**config.mk**
```make
export PLATFORM = sky130hd
export DESIGN_NAME = merkle_root_from_auth_path
export DESIGN_NICKNAME = d
export VERILOG_FILES = /design/src/mrap_pkg.sv /design/src/mrap_ctrl.sv /design/src/mrap_dp.sv /design/src/merkle_root_from_auth_path.sv
export SDC_FILE = /design/constraint.sdc
export NUM_CORES = 2
export LEC_CHECK = 0
export BUFFER_PORTS_ARGS = -buffer_cell sky130_fd_sc_hd__buf_2
export CAP_MARGIN = 20
export CORE_ASPECT_RATIO = 0.5
export CORE_MARGIN = 2
export CORE_UTILIZATION = 49
export CTS_CLUSTER_SIZE = 20
export DETAILED_ROUTE_END_ITERATION = 12
export PLACE_DENSITY = 0.69
export SLEW_MARGIN = 10
export SYNTH_ARGS = -nofsm -noshare
export SYNTH_HDL_FRONTEND = slang
export SYNTH_SLANG_ARGS = --single-unit
```
**constraint.sdc**
```tcl
create_clock -name clock -period 10.5 [get_ports clock]
set_input_delay 2.1 -clock clock [delete_from_list [all_inputs] [get_ports clock]]
set_output_delay 2.1 -clock clock [all_outputs]
set_load 0.03 [all_outputs]
```
**src/mrap_pkg.sv**
```systemverilog
// Shared types, constants and round functions for the Merkle auth-path block.
package mrap_pkg;

   typedef struct packed {
      logic        start_req;
      logic [63:0] leaf_hi;
      logic [63:0] leaf_lo;
      logic [31:0] leaf_index;
      logic [63:0] auth_hi;
      logic [63:0] auth_lo;
      logic        last;
   } req_type;

   typedef struct packed {
      logic [63:0] root_hi;
      logic [63:0] root_lo;
   } rsp_type;

   // controller to datapath
   typedef struct packed {
      logic load;    // capture item, set up message and working vars
      logic round;   // run one compression round
      logic finish;  // fold digest into node, shift index
   } cmd_type;

   localparam int unsigned ROUNDS = 64;
   localparam int unsigned RND_W  = $clog2(ROUNDS);

   localparam logic [31:0] SHA_IV [0:7] = '{
      32'h6a09e667, 32'hbb67ae85, 32'h3c6ef372, 32'ha54ff53a,
      32'h510e527f, 32'h9b05688c, 32'h1f83d9ab, 32'h5be0cd19};

   localparam logic [31:0] SHA_K [0:ROUNDS-1] = '{
      32'h428a2f98, 32'h71374491, 32'hb5c0fbcf, 32'he9b5dba5,
      32'h3956c25b, 32'h59f111f1, 32'h923f82a4, 32'hab1c5ed5,
      32'hd807aa98, 32'h12835b01, 32'h243185be, 32'h550c7dc3,
      32'h72be5d74, 32'h80deb1fe, 32'h9bdc06a7, 32'hc19bf174,
      32'he49b69c1, 32'hefbe4786, 32'h0fc19dc6, 32'h240ca1cc,
      32'h2de92c6f, 32'h4a7484aa, 32'h5cb0a9dc, 32'h76f988da,
      32'h983e5152, 32'ha831c66d, 32'hb00327c8, 32'hbf597fc7,
      32'hc6e00bf3, 32'hd5a79147, 32'h06ca6351, 32'h14292967,
      32'h27b70a85, 32'h2e1b2138, 32'h4d2c6dfc, 32'h53380d13,
      32'h650a7354, 32'h766a0abb, 32'h81c2c92e, 32'h92722c85,
      32'ha2bfe8a1, 32'ha81a664b, 32'hc24b8b70, 32'hc76c51a3,
      32'hd192e819, 32'hd6990624, 32'hf40e3585, 32'h106aa070,
      32'h19a4c116, 32'h1e376c08, 32'h2748774c, 32'h34b0bcb5,
      32'h391c0cb3, 32'h4ed8aa4a, 32'h5b9cca4f, 32'h682e6ff3,
      32'h748f82ee, 32'h78a5636f, 32'h84c87814, 32'h8cc70208,
      32'h90befffa, 32'ha4506ceb, 32'hbef9a3f7, 32'hc67178f2};

   localparam logic [31:0] PAD_WORD = 32'h80000000;
   localparam logic [31:0] LEN_WORD = 32'd256;

   function automatic logic [31:0] rotr(input logic [31:0] x, input int unsigned n);
      rotr = (x >> n) | (x << (32 - n));
   endfunction

   function automatic logic [31:0] sig0(input logic [31:0] x);
      sig0 = rotr(x, 7) ^ rotr(x, 18) ^ (x >> 3);
   endfunction

   function automatic logic [31:0] sig1(input logic [31:0] x);
      sig1 = rotr(x, 17) ^ rotr(x, 19) ^ (x >> 10);
   endfunction

endpackage

```
**src/mrap_ctrl.sv**
```systemverilog
// Sequencer for one tree level: load, 64 rounds, finish, optional result.
module mrap_ctrl (
   input  logic                        clock,
   input  logic                        reset,
   input  logic                        req_valid,
   output logic                        req_ready,
   input  logic                        req_last,
   output logic                        rsp_valid,
   input  logic                        rsp_ready,
   output mrap_pkg::cmd_type           cmd,
   output logic [mrap_pkg::RND_W-1:0]  rnd
);

   localparam logic [1:0] ST_IDLE = 2'd0;
   localparam logic [1:0] ST_RUN  = 2'd1;
   localparam logic [1:0] ST_FIN  = 2'd2;

   logic [1:0]                 state_ff, state_in;
   logic [mrap_pkg::RND_W-1:0] rnd_ff, rnd_in;
   logic                       last_ff, last_in;
   logic                       rspv_ff, rspv_in;

   // a new item may enter only once the previous root has been taken
   assign req_ready = (state_ff == ST_IDLE) && !rspv_ff;
   assign rsp_valid = rspv_ff;
   assign rnd       = rnd_ff;

   always_comb begin
      state_in   = state_ff;
      rnd_in     = rnd_ff;
      last_in    = last_ff;
      rspv_in    = rspv_ff && !rsp_ready;
      cmd        = '0;
      unique case (state_ff)
         ST_IDLE: begin
            if (req_valid && req_ready) begin
               cmd.load = 1'b1;
               last_in  = req_last;
               rnd_in   = '0;
               state_in = ST_RUN;
            end
         end
         ST_RUN: begin
            cmd.round = 1'b1;
            rnd_in    = rnd_ff + 1'b1;
            if (rnd_ff == mrap_pkg::RND_W'(mrap_pkg::ROUNDS - 1)) begin
               state_in = ST_FIN;
            end
         end
         ST_FIN: begin
            cmd.finish = 1'b1;
            rspv_in    = last_ff;
            state_in   = ST_IDLE;
         end
         default: begin
            state_in = ST_IDLE;
         end
      endcase
   end

   always_ff @(posedge clock) begin
      if (reset) begin
         state_ff <= ST_IDLE;
         rspv_ff  <= 1'b0;
         rnd_ff   <= '0;
         last_ff  <= 1'b0;
      end else begin
         state_ff <= state_in;
         rspv_ff  <= rspv_in;
         rnd_ff   <= rnd_in;
         last_ff  <= last_in;
      end
   end

endmodule

```
**src/mrap_dp.sv**
```systemverilog
// SHA-256 round datapath with node and index registers.
module mrap_dp (
   input  logic                        clock,
   input  logic                        reset,
   input  mrap_pkg::cmd_type           cmd,
   input  logic [mrap_pkg::RND_W-1:0]  rnd,
   input  mrap_pkg::req_type           req,
   output mrap_pkg::rsp_type           rsp
);

   logic [63:0] node_hi_ff, node_hi_in, node_lo_ff, node_lo_in;
   logic [31:0] idx_ff, idx_in;
   logic [31:0] w_ff [0:15];
   logic [31:0] w_in [0:15];
   logic [31:0] v_ff [0:7];
   logic [31:0] v_in [0:7];

   logic [63:0] cur_hi, cur_lo;
   logic [31:0] cur_idx, wnew, t1, t2, s1, s0, ch, mj;
   logic [255:0] msg;

   always_comb begin
      // load: pick node (leaf on start) and order by index bit 0
      cur_hi  = req.start_req ? req.leaf_hi    : node_hi_ff;
      cur_lo  = req.start_req ? req.leaf_lo    : node_lo_ff;
      cur_idx = req.start_req ? req.leaf_index : idx_ff;
      msg = cur_idx[0] ? {req.auth_hi, req.auth_lo, cur_hi, cur_lo}
                       : {cur_hi, cur_lo, req.auth_hi, req.auth_lo};

      s1 = mrap_pkg::rotr(v_ff[4], 6) ^ mrap_pkg::rotr(v_ff[4], 11)
         ^ mrap_pkg::rotr(v_ff[4], 25);
      ch = (v_ff[4] & v_ff[5]) ^ (~v_ff[4] & v_ff[6]);
      t1 = v_ff[7] + s1 + ch + mrap_pkg::SHA_K[rnd] + w_ff[0];
      s0 = mrap_pkg::rotr(v_ff[0], 2) ^ mrap_pkg::rotr(v_ff[0], 13)
         ^ mrap_pkg::rotr(v_ff[0], 22);
      mj = (v_ff[0] & v_ff[1]) ^ (v_ff[0] & v_ff[2]) ^ (v_ff[1] & v_ff[2]);
      t2 = s0 + mj;
      wnew = w_ff[0] + mrap_pkg::sig0(w_ff[1]) + w_ff[9] + mrap_pkg::sig1(w_ff[14]);

      w_in       = w_ff;
      v_in       = v_ff;
      node_hi_in = node_hi_ff;
      node_lo_in = node_lo_ff;
      idx_in     = idx_ff;
      priority if (cmd.load) begin
         for (int i = 0; i < 8; i++) begin
            w_in[i] = msg[255 - 32*i -: 32];
            v_in[i] = mrap_pkg::SHA_IV[i];
         end
         w_in[8] = mrap_pkg::PAD_WORD;
         for (int i = 9; i < 15; i++) w_in[i] = '0;
         w_in[15] = mrap_pkg::LEN_WORD;
         idx_in   = cur_idx;
      end else if (cmd.round) begin
         // slide the schedule window; word 0 is this round's word
         for (int i = 0; i < 15; i++) w_in[i] = w_ff[i+1];
         w_in[15] = wnew;
         v_in[7] = v_ff[6]; v_in[6] = v_ff[5]; v_in[5] = v_ff[4];
         v_in[4] = v_ff[3] + t1;
         v_in[3] = v_ff[2]; v_in[2] = v_ff[1]; v_in[1] = v_ff[0];
         v_in[0] = t1 + t2;
      end else if (cmd.finish) begin
         node_hi_in = {v_ff[0] + mrap_pkg::SHA_IV[0], v_ff[1] + mrap_pkg::SHA_IV[1]};
         node_lo_in = {v_ff[2] + mrap_pkg::SHA_IV[2], v_ff[3] + mrap_pkg::SHA_IV[3]};
         idx_in     = idx_ff >> 1;
      end
   end

   always_ff @(posedge clock) begin
      if (reset) begin
         node_hi_ff <= '0;
         node_lo_ff <= '0;
         idx_ff     <= '0;
      end else begin
         node_hi_ff <= node_hi_in;
         node_lo_ff <= node_lo_in;
         idx_ff     <= idx_in;
      end
      w_ff <= w_in;
      v_ff <= v_in;
   end

   assign rsp.root_hi = node_hi_ff;
   assign rsp.root_lo = node_lo_ff;

endmodule

```
**src/merkle_root_from_auth_path.sv**
```systemverilog
// Each accepted transfer climbs one tree level: the held node (or the leaf, when
// start_req is set) is paired with auth in the order chosen by bit 0 of the path
// index, hashed with SHA-256 and truncated to 16 bytes; the index then shifts
// right. An item takes one load step, 64 rounds of the single shared compression
// round unit, and one finish step to fold the digest into the node. An item with
// last set offers the root on rsp; the next request waits until that root
// transfer completes. Node and index persist between items, starting at zero.
module merkle_root_from_auth_path (
   input  logic                 clock,
   input  logic                 reset,
   input  logic                 req_valid,
   output logic                 req_ready,
   input  mrap_pkg::req_type    req_data,
   output logic                 rsp_valid,
   input  logic                 rsp_ready,
   output mrap_pkg::rsp_type    rsp_data
);

   mrap_pkg::cmd_type          cmd;
   logic [mrap_pkg::RND_W-1:0] rnd;

   // sequence the load, rounds and finish
   mrap_ctrl u_ctrl (
      .clock     (clock),
      .reset     (reset),
      .req_valid (req_valid),
      .req_ready (req_ready),
      .req_last  (req_data.last),
      .rsp_valid (rsp_valid),
      .rsp_ready (rsp_ready),
      .cmd       (cmd),
      .rnd       (rnd)
   );

   // hold node, index and compression state
   mrap_dp u_dp (
      .clock (clock),
      .reset (reset),
      .cmd   (cmd),
      .rnd   (rnd),
      .req   (req_data),
      .rsp   (rsp_data)
   );

   // never take a request while a root is pending
   a_no_req_with_rsp: assert property (@(posedge clock) disable iff (reset)
      rsp_valid |-> !req_ready) else $error("request accepted with root pending");

   // at most one command a cycle
   a_cmd_onehot: assert property (@(posedge clock) disable iff (reset)
      $onehot0(cmd)) else $error("overlapping datapath commands");

   // root stays put while waiting
   a_rsp_hold: assert property (@(posedge clock) disable iff (reset)
      rsp_valid && !rsp_ready |=> $stable(rsp_data)) else $error("root changed while stalled");

endmodule
```
== Yosys cells after proc, flatten, opt, wreduce, memory -nomap -nowiden ==
Memories as Yosys holds them, arrays and structs flattened.
Index checks and enable logic that the tools add are counted.

* Latch bits: 0
* Memories: 1
* Logic and storage cells: 122
* Output and inout bits: 130
* Memory bits (read-only): 2048
* Register bits: 938
* Bits in writable memories: 0

{| class="wikitable"
|+ Memory list
! name !! words !! width !! rd ports !! clocked after memory_dff !! wr ports !! line !! source
|-
| (name not given) || 64 || 32 || 1 || 0 || 0 || mrap_dp.sv:33 || <nowiki>t1 = v_ff[7] + s1 + ch + mrap_pkg::SHA_K[rnd] + w_ff[0];</nowiki>
|}

* Magnitude comparators: 1
* $add $sub $neg: 15
* Bitwise gates (word level): 30
* Eq/ne operators: 7
* Muxes and demuxes: 21
* Shifts and indexed selects: 0
* Div/mod/pow operators: 0
* Multipliers: 0
* Reduce and logical (&&, ||, !) cells: 15

{| class="wikitable"
|+ Operators with widths
! kind !! count
|-
| $mux 512 || 2
|-
| $add 32x32->32 || 10
|-
| $xor 32x32->32 || 9
|-
| $mux 256 || 1
|-
| $mux 32 || 6
|-
| $and 32x32->32 || 5
|-
| $mux 64 || 2
|-
| $add 32x32->32 const B || 2
|-
| $add 32x30->32 const B || 1
|-
| $add 32x31->32 const B || 1
|-
| $not 32->32 || 1
|-
| $or 10x32->32 || 1
|-
| $or 13x32->32 || 1
|-
| $or 14x32->32 || 1
|-
| $or 15x32->32 || 1
|-
| $or 19x32->32 || 1
|-
| $or 21x32->32 || 1
|-
| $or 25x32->32 || 1
|-
| $or 26x32->32 || 1
|-
| $or 30x32->32 || 1
|-
| $or 7x32->32 || 1
|-
| $xor 32x22->32 || 1
|-
| $xor 32x29->32 || 1
|-
| $pmux 6 s2 || 1
|-
| 19 further kinds || 36
|}

== Logic depth before layout (Yosys ltp) ==
* Word-level depth: 8
* Gate-level depth with buffers: 39

== Hierarchy ==
A second synthesis with hierarchy kept.

* Cell total of the unflattened synthesis: 6515
* Area total of the unflattened synthesis: 56908.3 um^2

{| class="wikitable"
|+ Modules (own cells, without submodules)
! module !! sequential area each (um^2) !! times used !! area an instance (um^2) !! cells each
|-
| mrap_dp || 21140.3 || 1 || 56410.4 || 6459
|-
| mrap_ctrl || 200.2 || 1 || 498.0 || 56
|}

== Worst setup path before layout ==
Ideal clock, no wire load.

* Kind: input -> register
* Start point: input req_valid
* End point: register u_dp.w_ff[256] (netlist name) (enable)
* Arrival time: 9.967 ns
* Cell stages on the path: 6
* Library setup time: 0.719 ns
* Slack: -0.186 ns
* Path buffers: 3
* Cells stage by stage: a21oi_1 or2_2 clkbuf_1 clkinv_1 clkbuf_1 clkbuf_1

* Word-level cells in the longest chain between the ends: 4

{| class="wikitable"
|+ Ends and longest elaborated chain
! item !! line !! source
|-
| from (decl) || merkle_root_from_auth_path.sv:11 || <nowiki>input logic req_valid,</nowiki>
|-
| $logic_and 1x1->1 || mrap_ctrl.sv:36 || <nowiki>if (req_valid && req_ready) begin</nowiki>
|-
| $mux 1 || mrap_ctrl.sv:36 ||
|-
| $mux 1 || mrap_ctrl.sv:34 || <nowiki>unique case (state_ff)</nowiki>
|-
| $reduce_bool 2->1 (no line) || - ||
|-
| to (signal assigned) || mrap_dp.sv:79 || <nowiki>w_ff <= w_in;</nowiki>
|-
| to (decl) || mrap_dp.sv:13 || <nowiki>logic [31:0] w_ff [0:15];</nowiki>
|}

No other way between the ends.
A chain may end at the register's enable or synchronous reset.

== Worst setup path after layout ==
* Start point: register u_ctrl.rnd_ff, in the netlist u_ctrl.rnd[1]
* End point: register u_dp.v_ff[254] (netlist name)

* Word-level cells in the longest chain between the ends: 7

{| class="wikitable"
|+ Ends and longest elaborated chain
! item !! line !! source
|-
| from (decl) || mrap_ctrl.sv:19 || <nowiki>logic [mrap_pkg::RND_W-1:0] rnd_ff, rnd_in;</nowiki>
|-
| from (signal assigned) || mrap_ctrl.sv:70 || <nowiki>rnd_ff <= rnd_in;</nowiki>
|-
| $not 6->7 (not written as such) || mrap_dp.sv:33 ||
|-
| $mem_v2 64x32 || - ||
|-
| $mux 32 (not written as such) (2 in a row) || mrap_dp.sv:33 ||
|-
| $add 32x32->32 (2 in a row) || mrap_dp.sv:33 ||
|-
| $add 32x32->32 || mrap_dp.sv:61 || <nowiki>v_in[0] = t1 + t2;</nowiki>
|-
| to (signal assigned) || mrap_dp.sv:80 || <nowiki>v_ff <= v_in;</nowiki>
|-
| to (decl) || mrap_dp.sv:15 || <nowiki>logic [31:0] v_ff [0:7];</nowiki>
|}

No other way between the ends. The select of a mux whose other input is x is not followed.

==> results.md <==
- Pin count of the biggest net entering global routing: 250
- Gr usage total: 36.4%
- Synthesis-stage register bit count: 938
- Synth Area per Inst: 9.09 sq um
- Max incr delay on CP: 600 ps
- Hold path start: u_dp.w_ff[24]$_SDFFE_PP0P_
- Hold WC Path Type: reg -> reg
- Final worst-path cycle share: 88.9%
- CP required: 11110 ps
- CTS HTree Levels: 3
- Max Clock Freq: 0.107 GHz
- Crit Path Category: reg -> reg
- CTS tree: done
- Cells after Synth: 5949
- Hold EP: u_dp.w_ff[24]$_SDFFE_PP0P_
- Final hold viol count: 0
- NumNets Final: 6659
- PostCTS Resize Cnt: 0
- CP max-delay cell: ha_1
- # rows: 86
- EDFF count, synth: 256
- Fin. max-slew vios: 0
- Worst Path Arrival: 9940 ps
- Critical R2R Launch: u_ctrl.rnd[1]$_SDFFE_PP0P_
- R2R Setup Slk: 1170 ps
- Detailed placer's ending HPWL: 162000 um
- Worst Tran Pin Value: 1260 ps
- Worst Path Max Fanout: 16
- Antenna violations before repair: 45
- Top Layer Used: met5
- # setup viols final: 0
- Cell Area, Synth: 54100 sq um
- Drt initial violations: 6021
- Setup crit start kind: register
- DR vias: 46.7k
- Drt drc: 0
- Ys Warns: 0
- TritonCTS buffer count: 88
- Outcome: finished, final reports clean
- Worst r2r path cells: 36
- Final TNS setup: 0 ps
- Antenna Nets Post-Route: 0
- Crit path capture type: register
- Slew HR: 13.4%
- Wire per inst: 28.0 um
- Root buf cell: clkbuf_16
- Vias in the first global route: 42.7k
- Share of cells above drive strength 1: 11.6%
- GRT overflow: 0
- Hold Buf Count CTS: 0
- Met2 wire len: 91600 um
- Vias per std cell: 6.16
- Final WL: 212000 um
- Total core area: 110000 sq um
- Die Ht: 239 um
- Clk pin slew, worst setup/hold paths: 80 ps
- Global placement routability congestion: 0.999
- Post-synth top flop: dfxtp_1
- Clk_lat worst skew: 730 ps
- Post-synthesis sequential area ratio: 39.5%
- Final clock skew: 51.9 ps
- Terminus of the critical flop-to-flop path: u_dp.v_ff[254]$_SDFFE_PP1P_
- Met3 routed WL: 19200 um
- Bufs on Longest Clock Path: 3
- Syn-to-layout area delta: 11.0%
- IO buf count: 423
- Metal-1 WL: 93700 um
- Share of flip-flops with an asynchronous set or reset: 0%
- Max_cap viols: 0
- Final Hold Slack: 451 ps
- Post-synthesis cell type count: 98
- Post-CTS setup repair buffer count: 0
- Syn nets: 6578
- Hold Path Cell Cnt: 2
- Fill cell count: 9952
- Global-route wire length before repair: 300000 um
- Minimum clock period: 9330 ps
- Chip width: 474 um
- Top Ports: 424
- DIE AREA: 113000 sq um
- RSZ-0062 raised after global routing: no
- CP most frequent cell: o21ai_0
- Initial Util: 49.3%
- Clock sinks: 938
- Number of detailed-route iterations in the first pass: 8
## synthesized netlist by cell type, types with 88 or more instances
master,count,share of area [%]
o22a_1,101,1.6
edfxtp_1,256,14
nand3_1,88,0.81
xnor2_1,319,5.2
a21oi_1,402,3.7
nand2_1,731,5.1
dfxtp_1,682,25
clkbuf_1,446,3.1
fa_1,187,6.9
o21ai_0,591,5.5
mux2i_1,160,3.0
xor2_1,120,1.9
nor2_1,381,2.6
inv_1,223,1.5
ha_1,148,3.4
a22o_1,310,5.0
## through the flow
step	instance area [sq um]	cells	worst slack [ps]	util, %
6_report	60000	7577	1170	54.7
5_1_grt	60000	7566	509	54.7
4_1_cts	60000	7554	1390	54.6
3_5_place_dp	56800	7392	1390	51.7
3_3_place_gp	56800	7392	1450	51.7
2_1_floorplan	54100	5949	2430	-
## how the worst max path moves through the flow
| stage | startpoint | endpoint | slack [ps] |
|---|---|---|---|
| after floorplan | u_ctrl.rnd[1]$_SDFFE_PP0P_ | u_dp.v_ff[250]$_SDFFE_PP0P_ | 2430 |
| final | u_ctrl.rnd[1]$_SDFFE_PP0P_ | u_dp.v_ff[254]$_SDFFE_PP1P_ | 1170 |
| after detailed placement | u_ctrl.rnd[1]$_SDFFE_PP0P_ | u_dp.v_ff[248]$_SDFFE_PP0P_ | 1390 |
| after CTS | u_ctrl.rnd[1]$_SDFFE_PP0P_ | u_dp.v_ff[254]$_SDFFE_PP1P_ | 1390 |
| after global routing | u_ctrl.rnd[1]$_SDFFE_PP0P_ | u_dp.v_ff[254]$_SDFFE_PP1P_ | 510 |
| after global placement | u_ctrl.rnd[1]$_SDFFE_PP0P_ | u_dp.v_ff[248]$_SDFFE_PP0P_ | 1450 |
## critical path, delay by kind of cell, from the launching register on
family                     cells  cell delay (ps)
and+or+nand+nor                8             1250
xor gates and xnor gates       1              250
adders and majority gates      7             3190
DFF                            1              480
AOI/OAI and AO/OA             14             3160
buffers and inverters          6              870
## cells in the final DEF (no fill, tap or decap), types with 56 or more instances in the layout
master and count:
o22a_1 101, xnor2_1 319, edfxtp_1 256, inv_1 223, xor2_1 120, nand2_1 730
buf_2 421, nor3_1 77, mux2i_1 159, nand3_1 88, a21o_1 58, ha_1 148
a311oi_1 56, a21oi_1 402, a211oi_1 71, a22o_1 310, clkbuf_16 95, o21ai_0 591
dfxtp_1 678, nor2_1 381, fa_1 187
## sequential cells by signal (all words and copies together) (netlist names)
name,flops
u_ctrl.last_ff,1
u_dp.node_hi_ff,64
u_dp.node_lo_ff,64
u_dp.v_ff,256
u_ctrl.rsp_valid,1
u_ctrl.rnd,6
u_dp.idx_ff,32
u_ctrl.state_ff,2
u_dp.w_ff,512
## final cells by class
cell class | instances | area [sq um] | area share (%)
Antenna cell | 23 | 57.6 | 0.0959
Clock buffer | 109 | 2490 | 4.15
Clock inverter | 53 | 697 | 1.16
Inverter | 224 | 848 | 1.41
Multi-Input combinational cell | 4295 | 30100 | 50.1
Sequential cell | 938 | 21400 | 35.6
Tap cell | 1452 | 1820 | 3.03
Timing Repair Buffer | 483 | 2680 | 4.47
## layer usage
metal / vias to the layer above / global-route usage [%]
li1: 21200 / -
met1: 23000 / 52.7
met2: 2127 / 53.8
met3: 373 / 7.46
met4: 12 / 12.7
met5: - / 0
## cell families after synthesis
logic type | Yosys count | synth area share, %
DFF | 938 | 39.5
adders and majority gates | 359 | 10.8
muxes | 177 | 3.50
xor gates and xnor gates | 441 | 7.19
AOI/OAI and AO/OA | 1850 | 22.4
and+or+nand+nor | 1468 | 11.6
buffers and inverters | 716 | 5.00
Power is left out: the tool's default activity adds up to more than one toggle a clock period on the data nets, which glitch-free logic cannot reach.
